===== src/rtl/assert_macros.svh =====
// Assertion macros used by the RTL of the touch sample filter.
// No dependencies; include by bare file name where assertions are written.
`ifndef ASSERT_MACROS_SVH
`define ASSERT_MACROS_SVH

// Check that cons holds in the same cycle as ante.
`define ASSERT_IMP(label, ck, rs, ante, cons) \
  label: assert property (@(posedge ck) disable iff (rs) (ante) |-> (cons)) \
    else $error("same-cycle assertion failed");

// Check that cons holds in the cycle after ante.
`define ASSERT_NEXT(label, ck, rs, ante, cons) \
  label: assert property (@(posedge ck) disable iff (rs) (ante) |=> (cons)) \
    else $error("next-cycle assertion failed");

`endif


===== src/rtl/tsfc_pkg.sv =====
// Shared constants and types of the touch sample filter and calibration block.
// No dependencies; compile first after the assertion header.
package tsfc_pkg;

  localparam int SAMPLE_BITS_DEF = 13;
  localparam int BYTE_W          = 8;
  localparam int SAMPLE_SHIFT    = 3;
  localparam int CAL_W           = 13;
  localparam int RES_W           = 12;
  localparam int ORIENT_W        = 3;
  localparam int APB_DATA_W      = 32;
  localparam int APB_ADDR_W      = 5;
  localparam int REG_IDX_W       = 3;

  // Register indexes (byte address is 4 times the index)
  localparam logic [REG_IDX_W-1:0] REG_X_MIN  = 3'd0;
  localparam logic [REG_IDX_W-1:0] REG_X_MAX  = 3'd1;
  localparam logic [REG_IDX_W-1:0] REG_Y_MIN  = 3'd2;
  localparam logic [REG_IDX_W-1:0] REG_Y_MAX  = 3'd3;
  localparam logic [REG_IDX_W-1:0] REG_H_RES  = 3'd4;
  localparam logic [REG_IDX_W-1:0] REG_V_RES  = 3'd5;
  localparam logic [REG_IDX_W-1:0] REG_ORIENT = 3'd6;

  // Register reset values
  localparam logic [CAL_W-1:0]    X_MIN_RST  = 13'd200;
  localparam logic [CAL_W-1:0]    X_MAX_RST  = 13'd3800;
  localparam logic [CAL_W-1:0]    Y_MIN_RST  = 13'd200;
  localparam logic [CAL_W-1:0]    Y_MAX_RST  = 13'd3800;
  localparam logic [RES_W-1:0]    H_RES_RST  = 12'd480;
  localparam logic [RES_W-1:0]    V_RES_RST  = 12'd320;
  localparam logic [ORIENT_W-1:0] ORIENT_RST = 3'd0;

  // Orientation bits
  localparam int ORIENT_SWAP  = 0;
  localparam int ORIENT_INV_X = 1;
  localparam int ORIENT_INV_Y = 2;

  // Calibration settings of one axis
  typedef struct packed {
    logic [CAL_W-1:0] minimum;
    logic [CAL_W-1:0] maximum;
    logic [RES_W-1:0] resolution;
    logic             invert;
  } axis_cfg_t;

endpackage


===== src/rtl/tsfc_if.sv =====
// Stream interfaces of the touch sample filter: raw sample pairs in, positions out.
// Depends on tsfc_pkg for field widths.
interface tsfc_in_if;
  import tsfc_pkg::*;

  logic              valid;
  logic              ready;
  logic [BYTE_W-1:0] x_high_byte;
  logic [BYTE_W-1:0] x_low_byte;
  logic [BYTE_W-1:0] y_high_byte;
  logic [BYTE_W-1:0] y_low_byte;
  logic              first_sample;
  logic              last_sample;

  modport source (
    output valid, x_high_byte, x_low_byte, y_high_byte, y_low_byte,
           first_sample, last_sample,
    input  ready
  );
  modport sink (
    input  valid, x_high_byte, x_low_byte, y_high_byte, y_low_byte,
           first_sample, last_sample,
    output ready
  );
endinterface

interface tsfc_out_if;
  import tsfc_pkg::*;

  logic             valid;
  logic             ready;
  logic [RES_W-1:0] x_position;
  logic [RES_W-1:0] y_position;

  modport source (output valid, x_position, y_position, input ready);
  modport sink (input valid, x_position, y_position, output ready);
endinterface


===== src/rtl/tsfc_axis_cal.sv =====
// Bit-serial calibration of one axis: shift-add multiply, then restoring divide.
// Depends on tsfc_pkg for widths and the axis_cfg_t settings type.
module tsfc_axis_cal #(
  parameter int SAMPLE_BITS = tsfc_pkg::SAMPLE_BITS_DEF
) (
  input  logic                       clk,
  input  logic                       rst,
  input  logic                       start,
  input  logic [SAMPLE_BITS-1:0]     value,
  input  tsfc_pkg::axis_cfg_t        cfg,
  output logic                       done,
  output logic [tsfc_pkg::RES_W-1:0] result
);
  import tsfc_pkg::*;

  localparam int OW    = (SAMPLE_BITS > CAL_W) ? SAMPLE_BITS : CAL_W;
  localparam int PW    = OW + RES_W;
  localparam int REM_W = CAL_W + 1;
  localparam int CNT_W = $clog2(RES_W);
  localparam logic [CNT_W-1:0] CNT_LAST = CNT_W'(RES_W - 1);

  localparam logic [2:0] U_IDLE = 3'd0;
  localparam logic [2:0] U_MUL  = 3'd1;
  localparam logic [2:0] U_PREP = 3'd2;
  localparam logic [2:0] U_DIV  = 3'd3;
  localparam logic [2:0] U_FIN  = 3'd4;

  logic [2:0]       state;
  logic [CNT_W-1:0] cnt;
  logic [OW-1:0]    off;
  logic [CAL_W-1:0] dvs;
  logic             degen;
  logic [RES_W-1:0] res;
  logic             inv;
  logic [RES_W-1:0] mul_sh;
  logic [PW-1:0]    acc;
  logic [REM_W-1:0] rem;
  logic [RES_W-1:0] low_sh;
  logic [RES_W-1:0] quo;

  logic [OW-1:0]    v_ext;
  logic [OW-1:0]    lo_ext;
  logic [OW-1:0]    off_in;
  logic [PW-1:0]    addend;
  logic [PW-1:0]    acc_next;
  logic [REM_W-1:0] trial;
  logic             fits;
  logic [REM_W-1:0] rem_next;
  logic             sat;
  logic [RES_W-1:0] scaled;
  logic [RES_W-1:0] result_next;

  // Offset above the minimum, clamped at zero
  assign v_ext  = OW'(value);
  assign lo_ext = OW'(cfg.minimum);
  assign off_in = (v_ext > lo_ext) ? (v_ext - lo_ext) : '0;

  // One multiplier bit per cycle, resolution MSB first
  assign addend   = mul_sh[RES_W-1] ? PW'(off) : '0;
  assign acc_next = {acc[PW-2:0], 1'b0} + addend;

  // One quotient bit per cycle
  assign trial    = {rem[CAL_W-1:0], low_sh[RES_W-1]};
  assign fits     = (trial >= REM_W'(dvs));
  assign rem_next = fits ? (trial - REM_W'(dvs)) : trial;

  // Offset at or beyond the span saturates; an empty span gives the resolution, before inversion
  assign sat         = degen | (off >= OW'(dvs));
  assign scaled      = sat ? res : quo;
  assign result_next = inv ? (res - scaled) : scaled;

  // Sequence multiply, divide and finish
  always_ff @(posedge clk) begin
    if (rst) begin
      state <= U_IDLE;
      done  <= 1'b0;
      cnt   <= '0;
    end else begin
      done <= 1'b0;
      case (state)
        U_IDLE: begin
          if (start) begin
            off    <= off_in;
            dvs    <= cfg.maximum - cfg.minimum;
            degen  <= (cfg.maximum <= cfg.minimum);
            res    <= cfg.resolution;
            inv    <= cfg.invert;
            mul_sh <= cfg.resolution;
            acc    <= '0;
            cnt    <= '0;
            state  <= U_MUL;
          end
        end
        U_MUL: begin
          acc    <= acc_next;
          mul_sh <= {mul_sh[RES_W-2:0], 1'b0};
          cnt    <= cnt + 1'b1;
          if (cnt == CNT_LAST) begin
            state <= U_PREP;
          end
        end
        U_PREP: begin
          // Upper product bits stay below the divisor unless saturated
          rem    <= REM_W'(acc >> RES_W);
          low_sh <= acc[RES_W-1:0];
          cnt    <= '0;
          state  <= U_DIV;
        end
        U_DIV: begin
          rem    <= rem_next;
          low_sh <= {low_sh[RES_W-2:0], 1'b0};
          quo    <= {quo[RES_W-2:0], fits};
          cnt    <= cnt + 1'b1;
          if (cnt == CNT_LAST) begin
            state <= U_FIN;
          end
        end
        U_FIN: begin
          result <= result_next;
          done   <= 1'b1;
          state  <= U_IDLE;
        end
        default: begin
          state <= U_IDLE;
        end
      endcase
    end
  end

endmodule


===== src/rtl/touch_sample_filter_calibrate_core.sv =====
// Top level of the touch sample filter: sample averaging, APB registers, control.
// Depends on tsfc_pkg, tsfc_if, tsfc_axis_cal and assert_macros.svh.
//
//   channel     kind          role
//   sample_in   valid/ready   raw X/Y conversion bytes with run markers
//   coord_out   valid/ready   calibrated X/Y pixel position
//   apb         APB write/rd  calibration registers, 4-byte spacing
//
// An item without last_sample leaves the input ready for the next transfer.
// An item with last_sample holds the input off through launch, calculation and
// the wait for the output register to take the result: two bit-serial passes of 12
// steps each (multiply, divide) in the per-axis units, plus control.
// rst (synchronous) restores register defaults and clears the running values.
// A result waiting on coord_out does not block new input; a second result waits
// for the first one's transfer.
`include "assert_macros.svh"

module touch_sample_filter_calibrate_core #(
  parameter int SAMPLE_BITS = tsfc_pkg::SAMPLE_BITS_DEF
) (
  input  logic                            clk,
  input  logic                            rst,
  tsfc_in_if.sink                         sample_in,
  tsfc_out_if.source                      coord_out,
  input  logic                            psel,
  input  logic                            penable,
  input  logic                            pwrite,
  input  logic [tsfc_pkg::APB_ADDR_W-1:0] paddr,
  input  logic [tsfc_pkg::APB_DATA_W-1:0] pwdata,
  output logic [tsfc_pkg::APB_DATA_W-1:0] prdata,
  output logic                            pready
);
  import tsfc_pkg::*;

  localparam logic [1:0] S_IDLE  = 2'd0;
  localparam logic [1:0] S_START = 2'd1;
  localparam logic [1:0] S_CALC  = 2'd2;
  localparam logic [1:0] S_HOLD  = 2'd3;

  logic [1:0]             state;
  logic [CAL_W-1:0]       x_min;
  logic [CAL_W-1:0]       x_max;
  logic [CAL_W-1:0]       y_min;
  logic [CAL_W-1:0]       y_max;
  logic [RES_W-1:0]       h_res;
  logic [RES_W-1:0]       v_res;
  logic [ORIENT_W-1:0]    orient;
  logic [SAMPLE_BITS-1:0] running_x;
  logic [SAMPLE_BITS-1:0] running_y;
  logic                   out_valid;
  logic [RES_W-1:0]       x_position;
  logic [RES_W-1:0]       y_position;

  logic                   in_xfer;
  logic                   out_xfer;
  logic                   out_load;
  logic                   cfg_wr;
  logic [REG_IDX_W-1:0]   reg_idx;
  logic [SAMPLE_BITS-1:0] sx;
  logic [SAMPLE_BITS-1:0] sy;
  logic [SAMPLE_BITS:0]   sum_x;
  logic [SAMPLE_BITS:0]   sum_y;
  logic [SAMPLE_BITS-1:0] value_a;
  logic [SAMPLE_BITS-1:0] value_b;
  axis_cfg_t              cfg_x;
  axis_cfg_t              cfg_y;
  logic                   cal_start;
  logic                   x_done;
  logic                   y_done;
  logic [RES_W-1:0]       x_result;
  logic [RES_W-1:0]       y_result;

  assign in_xfer         = sample_in.valid && sample_in.ready;
  assign out_xfer        = coord_out.valid && coord_out.ready;
  assign sample_in.ready = (state == S_IDLE);
  assign cal_start       = (state == S_START);

  // Load the output register when it is empty or drains in this cycle
  assign out_load = (state == S_HOLD) && (!out_valid || coord_out.ready);

  // APB register file
  assign pready  = 1'b1;
  assign cfg_wr  = psel && penable && pwrite && pready;
  assign reg_idx = paddr[APB_ADDR_W-1:2];

  always_ff @(posedge clk) begin
    if (rst) begin
      x_min  <= X_MIN_RST;
      x_max  <= X_MAX_RST;
      y_min  <= Y_MIN_RST;
      y_max  <= Y_MAX_RST;
      h_res  <= H_RES_RST;
      v_res  <= V_RES_RST;
      orient <= ORIENT_RST;
    end else if (cfg_wr) begin
      case (reg_idx)
        REG_X_MIN:  x_min  <= pwdata[CAL_W-1:0];
        REG_X_MAX:  x_max  <= pwdata[CAL_W-1:0];
        REG_Y_MIN:  y_min  <= pwdata[CAL_W-1:0];
        REG_Y_MAX:  y_max  <= pwdata[CAL_W-1:0];
        REG_H_RES:  h_res  <= pwdata[RES_W-1:0];
        REG_V_RES:  v_res  <= pwdata[RES_W-1:0];
        REG_ORIENT: orient <= pwdata[ORIENT_W-1:0];
        default: ;
      endcase
    end
  end

  always_comb begin
    case (reg_idx)
      REG_X_MIN:  prdata = APB_DATA_W'(x_min);
      REG_X_MAX:  prdata = APB_DATA_W'(x_max);
      REG_Y_MIN:  prdata = APB_DATA_W'(y_min);
      REG_Y_MAX:  prdata = APB_DATA_W'(y_max);
      REG_H_RES:  prdata = APB_DATA_W'(h_res);
      REG_V_RES:  prdata = APB_DATA_W'(v_res);
      REG_ORIENT: prdata = APB_DATA_W'(orient);
      default:    prdata = '0;
    endcase
  end

  // Assemble samples and average with the running values
  assign sx    = SAMPLE_BITS'({sample_in.x_high_byte, sample_in.x_low_byte} >> SAMPLE_SHIFT);
  assign sy    = SAMPLE_BITS'({sample_in.y_high_byte, sample_in.y_low_byte} >> SAMPLE_SHIFT);
  assign sum_x = {1'b0, running_x} + {1'b0, sx};
  assign sum_y = {1'b0, running_y} + {1'b0, sy};

  always_ff @(posedge clk) begin
    if (rst) begin
      running_x <= '0;
      running_y <= '0;
    end else if (in_xfer) begin
      if (sample_in.first_sample) begin
        running_x <= sx;
        running_y <= sy;
      end else if ((sx != '0) && (sy != '0)) begin
        running_x <= sum_x[SAMPLE_BITS:1];
        running_y <= sum_y[SAMPLE_BITS:1];
      end
    end
  end

  // Swap axes and hand each value its calibration settings
  assign value_a = orient[ORIENT_SWAP] ? running_y : running_x;
  assign value_b = orient[ORIENT_SWAP] ? running_x : running_y;

  assign cfg_x = '{minimum: x_min, maximum: x_max, resolution: h_res,
                   invert: orient[ORIENT_INV_X]};
  assign cfg_y = '{minimum: y_min, maximum: y_max, resolution: v_res,
                   invert: orient[ORIENT_INV_Y]};

  tsfc_axis_cal #(.SAMPLE_BITS(SAMPLE_BITS)) u_cal_x (
    .clk    (clk),
    .rst    (rst),
    .start  (cal_start),
    .value  (value_a),
    .cfg    (cfg_x),
    .done   (x_done),
    .result (x_result)
  );

  tsfc_axis_cal #(.SAMPLE_BITS(SAMPLE_BITS)) u_cal_y (
    .clk    (clk),
    .rst    (rst),
    .start  (cal_start),
    .value  (value_b),
    .cfg    (cfg_y),
    .done   (y_done),
    .result (y_result)
  );

  // Control: accept, launch calibration, wait, hand off to the output register
  always_ff @(posedge clk) begin
    if (rst) begin
      state     <= S_IDLE;
      out_valid <= 1'b0;
    end else begin
      if (out_load) begin
        out_valid <= 1'b1;
      end else if (out_xfer) begin
        out_valid <= 1'b0;
      end
      case (state)
        S_IDLE: begin
          if (in_xfer && sample_in.last_sample) begin
            state <= S_START;
          end
        end
        S_START: begin
          state <= S_CALC;
        end
        S_CALC: begin
          if (x_done) begin
            state <= S_HOLD;
          end
        end
        S_HOLD: begin
          if (out_load) begin
            x_position <= x_result;
            y_position <= y_result;
            state      <= S_IDLE;
          end
        end
        default: begin
          state <= S_IDLE;
        end
      endcase
    end
  end

  assign coord_out.valid      = out_valid;
  assign coord_out.x_position = x_position;
  assign coord_out.y_position = y_position;

  // Checks on control sequencing
  `ASSERT_IMP(a_done_in_calc, clk, rst, x_done, state == S_CALC)
  `ASSERT_IMP(a_units_lockstep, clk, rst, 1'b1, x_done == y_done)
  `ASSERT_NEXT(a_last_starts_cal, clk, rst, in_xfer && sample_in.last_sample, state == S_START)
  `ASSERT_NEXT(a_out_drains, clk, rst, out_xfer && (state != S_HOLD), !out_valid)

endmodule

===== src/flat_wrapper.sv =====
// flat-port wrapper written by rule: the top's interface ports become plain ports
module touch_sample_filter_calibrate_core_flat import tsfc_pkg::*;
#(
  parameter int SAMPLE_BITS = tsfc_pkg::SAMPLE_BITS_DEF
)
  (clk, rst, psel, penable, pwrite, paddr, pwdata, prdata, pready, sample_in_valid, sample_in_x_high_byte, sample_in_x_low_byte, sample_in_y_high_byte, sample_in_y_low_byte, sample_in_first_sample, sample_in_last_sample, sample_in_ready, coord_out_valid, coord_out_x_position, coord_out_y_position, coord_out_ready);
  tsfc_in_if sample_in_i ();
  tsfc_out_if coord_out_i ();
  input  logic clk;
  input  logic rst;
  input  logic psel;
  input  logic penable;
  input  logic pwrite;
  input  logic [tsfc_pkg::APB_ADDR_W-1:0] paddr;
  input  logic [tsfc_pkg::APB_DATA_W-1:0] pwdata;
  output logic [tsfc_pkg::APB_DATA_W-1:0] prdata;
  output logic pready;
  input wire logic [$bits(sample_in_i.valid)-1:0] sample_in_valid;
  input wire logic [$bits(sample_in_i.x_high_byte)-1:0] sample_in_x_high_byte;
  input wire logic [$bits(sample_in_i.x_low_byte)-1:0] sample_in_x_low_byte;
  input wire logic [$bits(sample_in_i.y_high_byte)-1:0] sample_in_y_high_byte;
  input wire logic [$bits(sample_in_i.y_low_byte)-1:0] sample_in_y_low_byte;
  input wire logic [$bits(sample_in_i.first_sample)-1:0] sample_in_first_sample;
  input wire logic [$bits(sample_in_i.last_sample)-1:0] sample_in_last_sample;
  output wire logic [$bits(sample_in_i.ready)-1:0] sample_in_ready;
  output wire logic [$bits(coord_out_i.valid)-1:0] coord_out_valid;
  output wire logic [$bits(coord_out_i.x_position)-1:0] coord_out_x_position;
  output wire logic [$bits(coord_out_i.y_position)-1:0] coord_out_y_position;
  input wire logic [$bits(coord_out_i.ready)-1:0] coord_out_ready;
  assign sample_in_i.valid = sample_in_valid;
  assign sample_in_i.x_high_byte = sample_in_x_high_byte;
  assign sample_in_i.x_low_byte = sample_in_x_low_byte;
  assign sample_in_i.y_high_byte = sample_in_y_high_byte;
  assign sample_in_i.y_low_byte = sample_in_y_low_byte;
  assign sample_in_i.first_sample = sample_in_first_sample;
  assign sample_in_i.last_sample = sample_in_last_sample;
  assign sample_in_ready = sample_in_i.ready;
  assign coord_out_valid = coord_out_i.valid;
  assign coord_out_x_position = coord_out_i.x_position;
  assign coord_out_y_position = coord_out_i.y_position;
  assign coord_out_i.ready = coord_out_ready;
  touch_sample_filter_calibrate_core #(.SAMPLE_BITS(SAMPLE_BITS)) u_core (.clk(clk), .rst(rst), .sample_in(sample_in_i), .coord_out(coord_out_i), .psel(psel), .penable(penable), .pwrite(pwrite), .paddr(paddr), .pwdata(pwdata), .prdata(prdata), .pready(pready));
endmodule

===== config.mk =====
export PLATFORM = sky130hd
export DESIGN_NAME = touch_sample_filter_calibrate_core_flat
export DESIGN_NICKNAME = d
export VERILOG_FILES = /design/src/rtl/tsfc_pkg.sv /design/src/rtl/tsfc_if.sv /design/src/rtl/tsfc_axis_cal.sv /design/src/rtl/touch_sample_filter_calibrate_core.sv /design/src/flat_wrapper.sv
export VERILOG_INCLUDE_DIRS = /design/src /design/src/rtl
export SDC_FILE = /design/constraint.sdc
export NUM_CORES = 1
export LEC_CHECK = 0
export ABC_AREA = 1
export BUFFER_PORTS_ARGS = -buffer_cell sky130_fd_sc_hd__buf_2
export CAP_MARGIN = 20
export CORE_ASPECT_RATIO = 0.75
export CORE_MARGIN = 2
export CORE_UTILIZATION = 56
export CTS_CLUSTER_SIZE = 16
export DETAILED_ROUTE_END_ITERATION = 8
export HOLD_SLACK_MARGIN = 0.06
export PLACE_DENSITY = 0.77
export SKIP_CTS_REPAIR_TIMING = 1
export SYNTH_ARGS = -nofsm -noshare
export SYNTH_HDL_FRONTEND = slang
export SYNTH_SLANG_ARGS = --single-unit

===== constraint.sdc =====
create_clock -name clk -period 3.35 [get_ports clk]
set_input_delay 0.67 -clock clk [delete_from_list [all_inputs] [get_ports clk]]
set_output_delay 0.67 -clock clk [all_outputs]
set_load 0.01 [all_outputs]

==> flow_metrics.env <==
export IMPL_setup_viol=13
export IMPL_cts_tree="yes"
export IMPL_p_seq_share_pct=36.8
export IMPL_multi_input_comb_area_um2=12220
export IMPL_wl_met3_um=6168
export IMPL_yosysUniqueCellTypes=61
export IMPL_hold_class="register to register"
export IMPL_fin_skew_ns=0.02464
export IMPL_power_frac_clock_pct=26.1
export IMPL_drt_met1_wl_um=29440
export IMPL_whs_ns=0.4036
export IMPL_grt_usage_pct=29.43
export IMPL_die_y_um=182.9
export IMPL_synth_edff_count=276
export IMPL_synthCells=2791
export IMPL_yosysWarningCount=0
export IMPL_seq_area_frac_synth_pct=44.97
export IMPL_dp_final_hpwl_um=49690
export IMPL_clk_pin_slew_ns=0.07
export IMPL_netSwitchingPower_uw=6781
export IMPL_ys_flop_type="edfxtp_1"
export IMPL_row_count=65
export IMPL_worst_ir_drop_vdd_mv=0.4182
export IMPL_mostFrequentLayoutCells="nand2_1, inv_1, edfxtp_1, a21oi_1, o21ai_0"
export IMPL_final_common_cell="nand2_1"
export IMPL_worst_pin_slew_ns=0.7893
export IMPL_grt_first_pass_wirelength_um=104000
export IMPL_dieArea_um2=44370
export IMPL_clock_sinks=399
export IMPL_tns_ns=-1.318
export IMPL_clk_latency_ns=0.57
export IMPL_antenna_found_initial=1
export IMPL_netlist_top_cells_area="edfxtp_1, dfxtp_1, ha_1, nand2_1, a21oi_1"
export IMPL_hold_path_end="u_core.coord_out.y_position[11]"
export IMPL_cts_root_buffer="clkbuf_16"
export IMPL_core_um2=42050
export IMPL_worst_ep_arrival_time_ns=3.88
export IMPL_post_route_period_util_pct=106.9
export IMPL_internal_power_uw=11620
export IMPL_io_pins=137
export IMPL_status="complete, but fails checks"
export IMPL_slew_violations=0
export IMPL_fp_dieW_um=242.6
export IMPL_cap_violations=0
export IMPL_synth_seq_cells=399
export IMPL_grt_ovfl_total=0
export IMPL_min_period_ns=3.582
export IMPL_hold_viol=0
export IMPL_routed_top_layer="met5"
export IMPL_regArea_um2=10750
export IMPL_cp_start_kind="register"
export IMPL_endpoint_kind="register"
export IMPL_hold_path_startpoint="u_core.u_cal_y.result[11]"
export IMPL_switching_share_pct=36.85
export IMPL_drive_gt1_share_pct=16.36
export IMPL_synthArstFlopShare_pct=0
export IMPL_grt_max_degree=41
export IMPL_max_freq_mhz=279.1
export IMPL_relSlewSlack_pct=46.82
export IMPL_synthDominantCellAreaShare_pct=34.67
export IMPL_crit_fanout=4
export IMPL_synth_area_um2=23900
export IMPL_portBuffers=89
export IMPL_syn_avg_cell_area_um2=8.564
export IMPL_dr_pass1_iters=5
export IMPL_syn_to_final_growth_pct=17.37
export IMPL_initial_utilization_pct=56.85
export IMPL_synth_largest_area_cell="edfxtp_1"
export IMPL_cts_buffers=42
export IMPL_violations="setup timing"
export IMPL_crit_required_ns=3.65
export IMPL_vias=20880
export IMPL_worstSetupPathType="register to register"
export IMPL_reg_top3="u_core.u_cal_x.acc: 25 flops, u_core.u_cal_y.acc: 25 flops"
export IMPL_reg2reg_slack_ns=-0.23
export IMPL_drtIter0Drc=2126
export IMPL_drt_antenna_violating_nets=0
export IMPL_clockBufferDepth=3
export IMPL_power_density_nw_per_um2=655.8
export IMPL_layout_setup_ws_ns=-0.2324
export IMPL_finalWeightedCongestion=0.9878
export IMPL_nFillCells=3341
export IMPL_diodes=0
export IMPL_cts_htree_levels=2
export IMPL_p_leak_uw=0.01215
export IMPL_reg2reg_from="u_core.u_cal_x.off[9]"
export IMPL_combPwrFrac_pct=37.1
export IMPL_fin_nets=3279
export IMPL_wl_met2_um=30840
export IMPL_viasPerCell=5.780
export IMPL_reg2reg_to="u_core.u_cal_x.result[7]"
export IMPL_grt_setup_unrepaired="yes"
export IMPL_wl_per_cell_um=18.90
export IMPL_drc=0
export IMPL_r2r_cells=18
export IMPL_routed_wl_um=68290
export IMPL_grt_pass1_vias=19640
export IMPL_whs_path_depth=0
export IMPL_pre_cts_slack_ns=-0.2723
-- stage by stage --
step,cells,cell area [um^2],util [%],total power (uW)
after floorplan,2809,23980,-,11070
after global placement,3498,25670,61.06,12760
after detailed placement,3498,25670,61.06,13020
after CTS,3576,27070,64.39,17810
after global routing,3613,28060,66.73,19480
final,3613,28060,66.73,18400
-- synthesized netlist by cell type, types with 5 or more instances --
master     number
a211oi_1       15
a21o_1         10
a21oi_1       251
a21oi_2         6
a221oi_1       12
a221oi_2        5
a31oi_1        13
buf_2          14
buf_4          22
clkbuf_1       55
dfxtp_1       123
edfxtp_1      276
fa_1           12
ha_1          179
inv_1         328
inv_2          10
mux2i_1        18
nand2_1       584
nand3_1        95
nand3_2         8
nand4_1        32
nor2_1        197
nor2_2          5
nor3_1         43
o2111ai_1       9
o211ai_1       27
o21a_1         11
o21ai_0       212
o21ai_1        49
o21ai_2         9
o21bai_1        9
o221ai_1        5
o22ai_1         9
o31ai_1         6
xnor2_1        36
xor2_1         49
-- critical path, cell delays in order (launching register included) --
cell      delay, ns
edfxtp_1       0.49
ha_4           0.33
nand2_4        0.05
nor2_4         0.12
inv_2          0.04
nor2_2         0.08
nand2_2        0.08
nand4_1        0.28
mux2i_1        0.33
ha_1           0.33
buf_6          0.14
a211oi_4       0.32
o21ai_4        0.10
nand2_1        0.07
nand3b_1       0.11
nand2_2        0.10
xor2_1         0.16
nand2_1        0.07
o21ai_1        0.08
-- layout make-up --
type,count,share of cell area [%]
Tap cell,569,2.538
Sequential cell,399,38.32
Multi-Input combinational cell,1978,43.54
Clock buffer,66,4.353
Clock inverter,12,0.6377
Inverter,339,4.536
Timing Repair Buffer,250,6.079
-- logic make-up after synthesis --
kind of cell | Yosys count | synth area share (%)
mux | 18 | 0.7538
xor+xnor | 85 | 3.115
other cells | 2 | 0.03142
flops | 399 | 44.97
simple gates | 991 | 17.36
compound gates | 673 | 16.15
buf+inv | 432 | 7.234
fa+ha+maj | 191 | 10.37
-- worst max-delay path by stage --
stage | start | to | slack [ns] | cells after the start
5_1_grt | u_core.u_cal_x.off[7] | u_core.u_cal_x.result[11] | -0.36 | 21
4_1_cts | u_core.u_cal_x.off[8] | u_core.u_cal_x.result[8] | -0.27 | 23
6_report | u_core.u_cal_x.off[9] | u_core.u_cal_x.result[7] | -0.23 | 18
3_5_place_dp | u_core.u_cal_x.off[8] | u_core.u_cal_x.result[8] | -0.27 | 23
2_1_floorplan | u_core.u_cal_x.off[12] | u_core.u_cal_x.result[11] | 0.006 | 21
3_3_place_gp | u_core.u_cal_x.off[8] | u_core.u_cal_x.result[9] | -0.12 | 22
-- power groups by stage --
stage	Clock [uW]	Sequential [uW]	Combinational, uW
floorplan	0	6680	4390
global placement	0	6790	5970
detailed placement	0	6820	6200
CTS	4840	6720	6250
global route	5040	6830	7610
finish	4800	6760	6830
-- metal layers --
| metal | vias to the layer above | GRT usage, % |
|---|---|---|
| li1 | 10010 | - |
| met1 | 9911 | 41.43 |
| met4 | 2 | 7.975 |
| met5 | - | 0 |
| met2 | 833 | 46.99 |
| met3 | 133 | 5.239 |
Note: power is estimated with default switching activity, not from simulation.
